`src/hw/rtl/usr_pkg.sv`:
```
// Package: types and constants for the unit staging rotation block
`default_nettype none
package usr_pkg;
   localparam int unsigned MaxUnits = 16;
   localparam int unsigned UnitWidth = 4;
   localparam int unsigned CountWidth = 5;
   localparam int unsigned MaskWidth = 8;
   localparam int unsigned CsrAddrWidth = 4;

   typedef logic [UnitWidth-1:0] unit_type;

   typedef enum logic [1:0] {
      ACT_TICK = 2'd0,
      ACT_ALARM = 2'd1,
      ACT_RUNTIME = 2'd2,
      ACT_NONE = 2'd3
   } action_type;

   typedef struct packed {
      action_type action;
      logic [3:0] goal_count;
      logic [3:0] unit;
      logic [15:0] value;
   } item_type;

   typedef struct packed {
      logic [MaskWidth-1:0] running_mask;
      logic [MaskWidth-1:0] commanded_mask;
      logic [MaskWidth-1:0] alarm_mask;
      logic [3:0] on_count;
   } result_type;

   typedef enum logic [1:0] {
      MODE_IDLE = 2'd0,
      MODE_FIFO = 2'd1,
      MODE_LIFO = 2'd2,
      MODE_RUNTIME = 2'd3
   } mode_type;

   typedef enum logic [1:0] {
      REG_MODE = 2'd0,
      REG_COUNT = 2'd1,
      REG_DELAY = 2'd2
   } reg_type;

   typedef enum logic [3:0] {
      ST_IDLE,
      ST_PURGE,
      ST_SORT_ON,
      ST_SORT_OFF,
      ST_WAIT_SCAN,
      ST_DECIDE,
      ST_SORT_NUM,
      ST_START,
      ST_RESULT
   } state_type;

   typedef struct packed {
      logic load;
      logic set_item;
      logic purge_step;
      logic sort_on_step;
      logic sort_off_step;
      logic sort_num_step;
      logic pass_start;
      logic pass_next;
      logic wait_step;
      logic stop_head;
      logic start_off;
      logic rotate_off;
   } cmd_type;

   typedef struct packed {
      logic purge_done;
      logic on_pass_end;
      logic off_pass_end;
      logic pass_clean;
      logic pass_last;
      logic wait_done;
      logic tick_live;
      logic want_start;
      logic want_stop;
      logic off_head_alarm;
      logic lifo;
      logic runtime_mode;
   } sts_type;
endpackage
`default_nettype wire

```
`src/hw/rtl/usr_ctrl.sv`:
```
// Controller state machine sequencing one item through the datapath
`default_nettype none
module usr_ctrl (
   input wire logic clock,
   input wire logic reset,
   input wire logic req_fire,
   input wire logic req_is_tick,
   input wire logic rsp_free,
   input wire usr_pkg::sts_type sts,
   output usr_pkg::cmd_type cmd,
   output logic req_ready,
   output logic rsp_load
);
   import usr_pkg::*;
   state_type state_ff, state_in;

   always_ff @(posedge clock) begin
      if (reset) begin
         state_ff <= ST_IDLE;
      end else begin
         state_ff <= state_in;
      end
   end

   always_comb begin
      state_in = state_ff;
      cmd = '0;
      req_ready = 1'b0;
      rsp_load = 1'b0;
      unique case (state_ff)
         ST_IDLE: begin
            req_ready = 1'b1;
            if (req_fire) begin
               cmd.load = 1'b1;
               state_in = req_is_tick ? ST_PURGE : ST_RESULT;
               if (!req_is_tick) begin
                  cmd.set_item = 1'b1;
               end
            end
         end
         ST_PURGE: begin
            if (!sts.tick_live) begin
               state_in = ST_RESULT;
            end else if (sts.purge_done) begin
               cmd.pass_start = 1'b1;
               state_in = sts.runtime_mode ? ST_SORT_ON : ST_WAIT_SCAN;
            end else begin
               cmd.purge_step = 1'b1;
            end
         end
         ST_SORT_ON: begin
            if (sts.on_pass_end) begin
               if (sts.pass_clean || sts.pass_last) begin
                  cmd.pass_start = 1'b1;
                  state_in = ST_SORT_OFF;
               end else begin
                  cmd.pass_next = 1'b1;
               end
            end else begin
               cmd.sort_on_step = 1'b1;
            end
         end
         ST_SORT_OFF: begin
            if (sts.off_pass_end) begin
               if (sts.pass_clean || sts.pass_last) begin
                  cmd.pass_start = 1'b1;
                  state_in = ST_WAIT_SCAN;
               end else begin
                  cmd.pass_next = 1'b1;
               end
            end else begin
               cmd.sort_off_step = 1'b1;
            end
         end
         ST_WAIT_SCAN: begin
            if (sts.wait_done) begin
               state_in = ST_DECIDE;
            end else begin
               cmd.wait_step = 1'b1;
            end
         end
         ST_DECIDE: begin
            priority if (sts.want_start) begin
               if (sts.off_head_alarm) begin
                  cmd.rotate_off = 1'b1;
                  state_in = ST_RESULT;
               end else if (sts.lifo) begin
                  cmd.pass_start = 1'b1;
                  state_in = ST_SORT_NUM;
               end else begin
                  cmd.start_off = 1'b1;
                  state_in = ST_RESULT;
               end
            end else if (sts.want_stop) begin
               cmd.stop_head = 1'b1;
               state_in = ST_RESULT;
            end else begin
               state_in = ST_RESULT;
            end
         end
         ST_SORT_NUM: begin
            if (sts.off_pass_end) begin
               if (sts.pass_clean || sts.pass_last) begin
                  cmd.pass_start = 1'b1;
                  state_in = ST_START;
               end else begin
                  cmd.pass_next = 1'b1;
               end
            end else begin
               cmd.sort_num_step = 1'b1;
            end
         end
         ST_START: begin
            cmd.start_off = 1'b1;
            state_in = ST_RESULT;
         end
         ST_RESULT: begin
            if (rsp_free) begin
               rsp_load = 1'b1;
               state_in = ST_IDLE;
            end
         end
         default: begin
            state_in = ST_IDLE;
         end
      endcase
   end
endmodule
`default_nettype wire

```
`config.mk`:
```
export PLATFORM = sky130hd
export DESIGN_NAME = usr_ctrl
export DESIGN_NICKNAME = d
export VERILOG_FILES = /design/src/hw/rtl/usr_pkg.sv /design/src/hw/rtl/usr_ctrl.sv
export SDC_FILE = /design/constraint.sdc
export NUM_CORES = 1
export LEC_CHECK = 0
export BUFFER_PORTS_ARGS = -buffer_cell sky130_fd_sc_hd__buf_4
export CAP_MARGIN = 30
export CORE_AREA = 2 2 39 41
export DETAILED_ROUTE_END_ITERATION = 16
export DIE_AREA = 0 0 41 43
export PLACE_DENSITY = 0.79
export SYNTH_ARGS = -nofsm -noshare
export SYNTH_HDL_FRONTEND = slang
export SYNTH_SLANG_ARGS = --single-unit
```
`constraint.sdc`:
```
create_clock -name clock -period 4.07 [get_ports clock]
set_input_delay 0.814 -clock clock [delete_from_list [all_inputs] [get_ports clock]]
set_output_delay 0.814 -clock clock [all_outputs]
set_load 0.005 [all_outputs]
```
# Word-level counts from Yosys, hierarchy flattened
# Index checks and enable logic that the tools add are counted.
word_totals:
  output_inout_bits: 14
  register_bits: 4
  wordCells: 76
op_classes:
  n_reduce_logical: 4
  muxes: 53
  eq_ne: 18
op_table:
  columns: ["operator", "n"]
  rows:
  - ["$mux 4", 15]
  - ["$pmux 4 s9", 1]
  - ["$mux 1", 28]
  - ["$ne 2x2->1 const B", 9]
  - ["$eq 4x3->1 const B", 4]
  - ["$mux 2", 5]
  - ["$reduce_and 10->1", 1]
  - ["$eq 4x2->1 const B", 2]
  - ["$eq 4x1->1 const B", 1]
  - ["$eq 4x4->1 const B", 1]
  - ["$logic_not 4->1", 1]
  - ["$pmux 1 s2", 2]
  - ["$pmux 1 s4", 1]
  - ["$mux 3", 1]
  - ["$ne 3x3->1 const B", 1]
  - ["$reduce_or 2->1", 1]
  - ["$logic_or 1x1->1", 1]

# Longest topological paths before layout
# Gate-level depths: netlist (run 1).
depth:
  word_depth: 4
  depth_mapped: 6
  mapped_depth_nobuf: 4

# Worst setup path after synthesis (run 1)
# No wires, ideal clock.
synth_timing:
  path_type: "input to output"
  start: "in sts[7] in the netlist's numbering"
  end: "out cmd[4] in the netlist's numbering"
  required_time_ns: 3.256
  arrival_time_ns: 1.401
  setup_slack_ns: 1.855
  cell_stages: 2
  path_cell_list: "or2_2 -> nor4b_1"
synth_lines:
  columns: ["element", "line_no", "source"]
  rows:
  - ["start: declaration", "usr_ctrl.sv:9", "input wire usr_pkg::sts_type sts,"]
  - ["end: declaration", "usr_ctrl.sv:10", "output usr_pkg::cmd_type cmd,"]

==> run_results.csv, run 1 <==
group,metric,value,unit
cts,clk_latency,0.24,ns
timing,period_needed,2.80,ns
cts,postCtsSetupBuffers,0,
cts,cts_sinks,4,
synth,ys_top_cells_by_count,"nor2_1, nand2b_1, nor3_1",
timing,max_slew_margin,67.5,%
synth,synth_edf_count,0,
final_layout,finalInstanceArea,781,sq um
cts,cts_tree,"done",
synth,syn-num-nets,92,
synth,synth_top_area_share,14.8,%
floorplanning,io_pins,31,
timing,tightest_slew,0.481,ns
synth,synth.area.top_cells,"dfxtp_1, mux2i_1, nand2b_1",
routing,finalWirelength,1560,um
floorplanning,chipHeight,43,um
power,power_leakage,0.000330,uW
setup_path,rr_worst_depth,4,
synth,yosysMostFrequentCell,"nor2_1",
cts,path_clk_slew,0.04,ns
final_layout,top_register,"state_ff",
synth,synth_area,542,sq um
final_layout,reg.largest.list,"state_ff: 4 flops",
routing,drt-vias-per-instance,5.82,
synth,ys_ff_latch,4,
routing,via_count,693,
timing,rsz0062_at_grt,"false",
timing,setup_viol,0,
final_layout,largest_reg_flops,4,
final_layout,fin_nets,122,
synth,synth_top_area_cell,"dfxtp_1",
synth,ys_warn_count,0,
synth,syn-mean-instance-area,7.22,sq um
global_route,grt_usage,20.1,%
placed_design,dpl_cell_area,758,sq um
timing,timing.final.crit_share,68.9,%
power,ir_drop,0.145,mV
timing,fin_hold_ws,0.643,ns
routing,post-route-drc-count,0,
final_layout,antenna_cells,0,
routing,drtAntennaViolNets,0,
routing,first_pass_iters,4,
min_path,hold_path_depth,2,
cts,cts_hold_buffers,0,
min_path,hp-class,"reg -> reg",
timing,timing.setup.tns,0,ns
power,sw_frac_of_total,37.9,%
routing,dr.first_iter.drc_count,7,
synth,syn_inst,75,
synth,yosysSeqAreaShare,14.8,%
global_route,grt_pass1_wl,2510,um
setup_path,path_max_fanout,15,
timing,hold_viol,0,
global_route,grt_pass1_vias,608,
power,power_frac_seq,29.4,%
timing,fmax,357,MHz
final_layout,area_delta_synth_final,44.1,%
setup_path,crit_required,3.26,ns
flow_run,max_cap_violations,0,
floorplanning,die_area,1760,sq um
placed_design,dp_hpwl,1170,um
floorplanning,initial_core_util,39.2,%
cts,cts_buffers,3,
cts,cts-root-buf,"clkbuf_4",
synth,synth_ff_type,"dfxtp_1",
cts,htree_levels,1,
cts,cts_resized,0,
global_route,grt_start_max_net_pins,16,
floorplanning,rows,14,
setup_path,crit_type,"reg -> out",
global_route,antenna_found_initial,0,
power,switchingPower,85.3,uW
power,clkPwrFrac,23.8,%
floorplanning,die_x,41,um
floorplanning,coreArea,1380,sq um
final_layout,layout-drive-gt1-share,35.0,%
routing,routedWlPerCell,13.1,um
timing,finClkSkew,0.000108,ns
power,power_density,288,nW/um^2
setup_path,critPathLaunchType,"flip-flop",
setup_path,cp.arrival,1.99,ns
power,p_int,140,uW
global_route,overflow,0,
setup_path,critPathCaptureType,"output port",
power,p_comb_share,46.8,%
placed_design,io_buffer_count,30,
cts,cts_buffer_depth,2,
outcome,status,"completed",
synth,synth_cell_type_count,33,
synth,synthArstFlopShare,0,%
timing,final_max_slew_viol_count,0,
placed_design,gp_congestion,0.782,
==> power groups by stage <==
stage / Sequential, uW / Combinational [uW] / Clock, uW
2_1_floorplan: 50.9 / 82.4 / 0
3_3_place_gp: 65.6 / 103 / 0
3_5_place_dp: 66.2 / 106 / 0
4_1_cts: 65.5 / 106 / 54.6
5_1_grt: 67.9 / 117 / 57.3
6_report: 66.2 / 105 / 53.6
==> placed cells by master, fill, tap and decap left out, drive strengths merged, types with 2 or more instances in the layout <==
master and n:
clkbuf 3, nand2 3, nor2 9, nand2b 7, nor3 6, or4 2
dfxtp 4, nor3b 2, buf 30, nor4 2, mux2i 5, o21ai 4
inv 3, nor4b 3, nor2b 3, and4 2, and2 2
==> final timing paths <==
kind,start,to,slack [ns]
max,state_ff[1],cmd[4],1.27
min,state_ff[0],state_ff[0],0.64
max reg2reg,state_ff[2],state_ff[0],2.16
min reg2reg,state_ff[0],state_ff[0],0.64
==> layout make-up <==
type | count | area (sq um)
Sequential cell | 4 | 80.1
Clock buffer | 3 | 22.5
Tap cell | 16 | 20.0
Fill cell | 136 | 603
Timing Repair Buffer | 30 | 225
Multi-Input combinational cell | 63 | 422
Inverter | 3 | 11.3
==> critical path: stages (launching register included) <==
cell and delay, ns:
dfxtp_1 0.61, nor4b_1 0.48, a22oi_1 0.16, nor4b_1 0.33, buf_4 0.17
==> per-stage QoR <==
step	setup WS, ns	total power [uW]	utilization [%]	std cells
finish	1.27	225	56.4	119
global route	1.09	242	56.4	119
CTS	1.30	226	56.4	119
detailed placement	1.57	172	54.8	116
global placement	1.63	168	54.8	116
floorplan	1.86	133	-	75
==> cell families (layout without fill, tap and decap cells) <==
logic type / Yosys count / after routing / share of synthesized area [%]
AND/OR/NAND/NOR: 46 / 46 / 53.1
AO/OA/AOI/OAI: 12 / 12 / 15.5
buffers and inverters: 8 / 36 / 7.39
multiplexers: 5 / 5 / 9.24
flip-flops: 4 / 4 / 14.8
==> per-layer routing <==
metal	track usage (%)	wire length (um)	vias up
met5	0	0	-
met4	8.00	20	0
met3	2.09	132	3
met2	33.8	804	35
met1	24.5	605	319
li1	-	-	336
Note: power is estimated with default switching activity, not from simulation.
==> run 2, diff against run 1 <==
--- a/config.mk
+++ b/config.mk
@@ -5,12 +5,12 @@
 export SDC_FILE = /design/constraint.sdc
 export NUM_CORES = 1
 export LEC_CHECK = 0
+export ABC_AREA = 1
 export BUFFER_PORTS_ARGS = -buffer_cell sky130_fd_sc_hd__buf_4
 export CAP_MARGIN = 30
-export CORE_AREA = 2 2 39 41
+export CORE_UTILIZATION = 39
 export DETAILED_ROUTE_END_ITERATION = 16
-export DIE_AREA = 0 0 41 43
-export PLACE_DENSITY = 0.79
+export PLACE_DENSITY = 0.78
 export SYNTH_ARGS = -nofsm -noshare
 export SYNTH_HDL_FRONTEND = slang
 export SYNTH_SLANG_ARGS = --single-unit
==> constraint.sdc (replaced) <==
create_clock -name clock -period 2.3 [get_ports clock]
set_input_delay 0.46 -clock clock [delete_from_list [all_inputs] [get_ports clock]]
set_output_delay 0.46 -clock clock [all_outputs]
set_load 0.005 [all_outputs]
==> run_results.csv, run 2 <==
group,metric,value,unit
cts,cts_tree,"done",
placed_design,io_buffer_count,30,
cts,htree_levels,1,
power,p_comb_share,69.0,%
synth,synth_cell_type_count,20,
timing,finClkSkew,0.00402,ns
synth,syn_inst,116,
power,power_frac_seq,18.8,%
placed_design,dpl.cell_count,161,
timing,period_needed,1.96,ns
global_route,grt_pass1_vias,633,
power,clkPwrFrac,12.3,%
synth,syn-mean-instance-area,5.09,sq um
setup_path,critPathLaunchType,"flip-flop",
synth,synth_xor_area_share,0,%
power,power_density,820,nW/um^2
setup_path,crit_type,"reg -> out",
floorplanning,io_pins,31,
synth,synthArstFlopShare,0,%
placed_design,dp_hpwl,1360,um
final_layout,final_core_util,63.5,%
synth,synth_top_area_cell,"nand2_1",
routing,post-route-drc-count,0,
final_layout,fin_nets,168,
synth,yosysSeqAreaShare,13.6,%
outcome,status,"completed",
cts,cts_hold_buffers,0,
setup_path,critPathCaptureType,"output port",
timing,max_slew_margin,82.2,%
final_layout,top_register,"state_ff",
placed_design,gp_congestion,0.886,
routing,dr.first_iter.drc_count,21,
power,ir_drop,0.445,mV
placed_design,dpl_cell_area,835,sq um
timing,fmax,510,MHz
floorplanning,chipHeight,40.9,um
routing,first_pass_iters,4,
timing,hold_viol,0,
synth,yosysMostFrequentCell,"nand2_1",
synth,synth.area.top_cells,"nand2_1, nor2_1, dfxtp_1",
final_layout,layout-drive-gt1-share,31.5,%
routing,routedWlPerCell,9.51,um
setup_path,path_max_fanout,6,
synth,synth_edf_count,0,
final_layout,area_delta_synth_final,45.1,%
global_route,grt_start_max_net_pins,10,
final_layout,final_cell_mix,"nand2_1, buf_4, nor2_1",
routing,via_count,782,
timing,rsz0062_at_grt,"false",
cts,clk_latency,0.23,ns
synth,synth_top_family_by_area,"simple AND/OR/NAND/NOR gates",
routing,drt-vias-per-instance,4.77,
power,p_int,348,uW
final_layout,stdcell_count,164,
timing,tightest_slew,0.264,ns
cts,cts_resized,0,
synth,ys_top_cells_by_count,"nand2_1, nor2_1, inv_1",
cts,cts_buffer_depth,2,
final_layout,finalInstanceArea,857,sq um
power,sw_frac_of_total,50.5,%
synth,synth_area,591,sq um
floorplanning,die_area,1670,sq um
synth,synth-simple-area-share,65.3,%
timing,final_max_slew_viol_count,0,
cts,cts-root-buf,"clkbuf_4",
final_layout,layout.area.seq,80.1,sq um
cts,cts_sinks,4,
setup_path,cp.arrival,1.50,ns
floorplanning,coreArea,1350,sq um
final_layout,layout_commonest_cell,"nand2_1",
synth,muxShareOfSynthArea,0,%
synth,ys_ff_latch,4,
timing,timing.setup.tns,0,ns
synth,synth_compound_area_share,6.57,%
final_layout,largest_reg_flops,4,
power,power_leakage,0.000553,uW
timing,setup_viol,0,
timing,timing.final.crit_share,85.3,%
synth,synth_top_area_share,21.6,%
global_route,grt_pass1_wl,2330,um
routing,finalWirelength,1560,um
synth,ys_warn_count,0,
floorplanning,die_x,40.9,um
global_route,antenna_found_initial,0,
cts,path_clk_slew,0.04,ns
flow_run,max_cap_violations,0,
global_route,overflow,0,
floorplanning,rows,13,
synth,synth_ff_type,"dfxtp_1",
final_layout,antenna_cells,0,
cts,postCtsSetupBuffers,0,
final_layout,reg.largest.list,"state_ff: 4 flops",
min_path,hp-class,"in -> reg",
cts,cts_buffers,3,
synth,syn-num-nets,133,
final_layout,nFillCells,140,
setup_path,crit_required,1.84,ns
synth,synth_fa_ha_area_share,0,%
power,switchingPower,355,uW
global_route,grt_usage,20.6,%
final_layout,multi_input_area,424,sq um
floorplanning,initial_core_util,43.7,%
power,total_power,703,uW
routing,drtAntennaViolNets,0,
==> run 2: cell types whose count changed in the layout (fill, tap and decap cells not counted), sizes merged, moves of 4 or more <==
| cell | previous run | this run |
|---|---|---|
| inv | 3 | 22 |
| mux2i | 5 | 0 |
| nand2 | 3 | 37 |
| nand2b | 7 | 0 |
| nand3 | 0 | 13 |
| nor2 | 9 | 30 |
| nor3 | 6 | 1 |
| o21ai | 4 | 0 |
==> run 2: critical path, stage by stage, from the launching register on <==
cell,delay [ns]
dfxtp_1,0.45
inv_2,0.07
nor2_2,0.15
nand2_2,0.10
nand2_2,0.09
a22o_1,0.15
nor2b_1,0.14
buf_4,0.12
==> run 2: cells by family after synthesis <==
kind of cell / Yosys count
buffers and inverters: 23
flip-flops: 4
AND/OR/NAND/NOR: 84
AO/OA/AOI/OAI: 5
==> run 2: final timing paths <==
path,start,slack (ns),end,depth (start not counted)
worst max-delay path,state_ff[2],0.34,cmd[4],7
worst min-delay path,reset,0.49,state_ff[0],4
worst max register to register,state_ff[0],0.99,state_ff[2],9
worst min register to register,state_ff[3],0.56,state_ff[3],2
==> run 2: power by group through the flow <==
stage          Combinational (uW)  Clock (uW)  Sequential (uW)
3_5_place_dp                  486           0              133
6_report                      485        86.2              132
4_1_cts                       487        91.3              132
5_1_grt                       554        92.7              136
3_3_place_gp                  479           0              132
2_1_floorplan                 335           0              128
==> run 2: metal layers <==
metal	up-vias	routed length (um)	GRT usage [%]
li1	420	-	-
met1	343	699	25.6
met2	19	773	37.5
met3	0	86	0
met4	0	0	7.50
met5	-	0	0
==> run 2: area by class of cell <==
cell class,instances,share of cell area [%]
clock buffer,3,2.63
timing repair buffer,30,26.3
sequential,4,9.34
tap,15,2.19
inverter,23,10.1
multi-input combinational,89,49.5
==> run 2: through the flow <==
stage | worst slack [ns] | hold slack (ns)
final | 0.339 | 0.494
after detailed placement | 0.572 | 0.556
after floorplan | 0.781 | 0.531
after global routing | 0.215 | 0.521
after CTS | 0.317 | 0.485
after global placement | 0.649 | 0.549
==> run 3, diff against run 2 <==
--- a/config.mk
+++ b/config.mk
@@ -6,11 +6,12 @@
 export NUM_CORES = 1
 export LEC_CHECK = 0
 export ABC_AREA = 1
-export BUFFER_PORTS_ARGS = -buffer_cell sky130_fd_sc_hd__buf_4
 export CAP_MARGIN = 30
-export CORE_UTILIZATION = 39
+export CORE_AREA = 2 2 39 41
 export DETAILED_ROUTE_END_ITERATION = 16
-export PLACE_DENSITY = 0.78
+export DIE_AREA = 0 0 41 43
+export DONT_BUFFER_PORTS = 1
+export PLACE_DENSITY_LB_ADDON = 0.2
 export SYNTH_ARGS = -nofsm -noshare
 export SYNTH_HDL_FRONTEND = slang
 export SYNTH_SLANG_ARGS = --single-unit
==> constraint.sdc (replaced) <==
create_clock -name clock -period 2.4 [get_ports clock]
set_input_delay 0.48 -clock clock [delete_from_list [all_inputs] [get_ports clock]]
set_output_delay 0.48 -clock clock [all_outputs]
set_load 0.005 [all_outputs]
==> run_results.csv, run 3 (same netlist as run 2, synthesis figures left out) <==
group,metric,value,unit
outcome,status,"completed",
timing,fmax,537,MHz
cts,postCtsSetupBuffers,0,
routing,routedWlPerCell,9.87,um
final_layout,finalInstanceArea,633,sq um
timing,hold_viol,0,
setup_path,critPathCaptureType,"output port",
global_route,grt_pass1_vias,568,
routing,dr.first_iter.drc_count,19,
setup_path,cp_top_family,"simple AND/OR/NAND/NOR gates",
timing,rsz0062_at_grt,"false",
floorplanning,coreArea,1380,sq um
global_route,grt_usage,17.1,%
routing,drtAntennaViolNets,0,
final_layout,multi_input_area,424,sq um
placed_design,io_buffer_count,0,
floorplanning,initial_core_util,42.7,%
power,ir_drop,0.446,mV
setup_path,slowest_stage,"dfxtp_1",
cts,cts_hold_buffers,0,
floorplanning,io_pins,31,
cts,clk_latency,0.23,ns
timing,timing.setup.tns,0,ns
min_path,hp-class,"in -> reg",
power,total_power,592,uW
floorplanning,chipHeight,43,um
setup_path,cp_slowest_stage_delay,0.45,ns
final_layout,area_delta_synth_final,7.20,%
timing,period_needed,1.86,ns
final_layout,layout.area.seq,80.1,sq um
cts,cts-root-buf,"clkbuf_4",
final_layout,reg.largest.list,"state_ff: 4 flops",
timing,fin_hold_ws,0.441,ns
placed_design,dpl_cell_area,611,sq um
min_path,hold_path_depth,3,
cts,path_clk_slew,0.03,ns
timing,setup_viol,0,
global_route,overflow,0,
setup_path,path_max_fanout,6,
final_layout,layout_commonest_cell,"nand2_1",
final_layout,final_cell_mix,"nand2_1, nor2_1, inv_1",
cts,cts_tree,"done",
timing,finClkSkew,0.00112,ns
power,power_density,934,nW/um^2
placed_design,gp_congestion,0.842,
final_layout,top_register,"state_ff",
cts,cts_sinks,4,
routing,first_pass_iters,4,
cts,cts_buffer_depth,2,
setup_path,crit_type,"reg -> out",
placed_design,dp_hpwl,1200,um
timing,timing.final.crit_share,77.6,%
setup_path,rr_worst_depth,9,
floorplanning,rows,14,
final_layout,fin_nets,138,
global_route,grt_pass1_wl,2080,um
timing,tightest_slew,0.385,ns
cts,htree_levels,1,
routing,finalWirelength,1330,um
final_layout,final_core_util,45.8,%
final_layout,layout-drive-gt1-share,14.3,%
setup_path,crit_required,1.92,ns
floorplanning,die_x,41,um
final_layout,nFillCells,170,
routing,via_count,659,
final_layout,largest_reg_flops,4,
setup_path,cpMostUsedCell,"nand2_2",
setup_path,worst-path-stages,6,
timing,final_max_slew_viol_count,0,
setup_path,timing.critical_path.cells,"inv_2, nor2_2, nand2_2, nand2_2, a22o_1, nor2b_1",
cts,cts_buffers,3,
global_route,grt_start_max_net_pins,10,
setup_path,cp.arrival,1.38,ns
flow_run,max_cap_violations,0,
setup_path,path_buf_inv,1,
setup_path,critPathLaunchType,"flip-flop",
final_layout,antenna_cells,0,
cts,cts_resized,0,
routing,post-route-drc-count,0,
global_route,antenna_found_initial,0,
floorplanning,die_area,1760,sq um
routing,drt-vias-per-instance,4.88,
timing,max_slew_margin,74.0,%
power,power_leakage,0.000401,uW
[run 3: path summary, 6_finish.rpt]
path,slack (ns),endpoint,startpoint
setup / recovery,0.54,cmd[4],state_ff[2]
setup reg to reg,1.08,state_ff[1],state_ff[0]
hold reg to reg,0.55,state_ff[3],state_ff[3]
hold / removal,0.44,state_ff[0],reset
[run 3: final cells by class]
class / count / area share, %
Inverter: 23 / 13.6
Tap cell: 16 / 3.16
Clock buffer: 3 / 3.56
Multi-Input combinational cell: 89 / 67.0
Sequential cell: 4 / 12.6
[run 3: per-layer routing]
metal,vias to the layer above,share of wire [%],routed length [um],global-route usage (%)
li1,359,-,-,-
met1,286,43,574,21.2
met2,14,53,707,28.7
met3,0,3.8,50,1.57
met4,0,0,0,6.00
met5,-,0,0,0
[run 3: through the flow]
stage	cells	worst slack, ns
CTS	135	0.512
global placement	132	0.798
finish	135	0.537
detailed placement	132	0.764
global route	135	0.384
floorplan	116	0.861
[run 3: where the power goes]
part	switching [uW]	leakage [uW]	internal, uW
registers	36.2	0.0000331	90.0
logic	257	0.000354	129
clock network	23.4	0.0000138	55.7
[run 3: worst min-delay path, cell delays in order]
cell     delay [ns]
inv_1          0.05
nand2_1        0.07
nor2_1         0.03
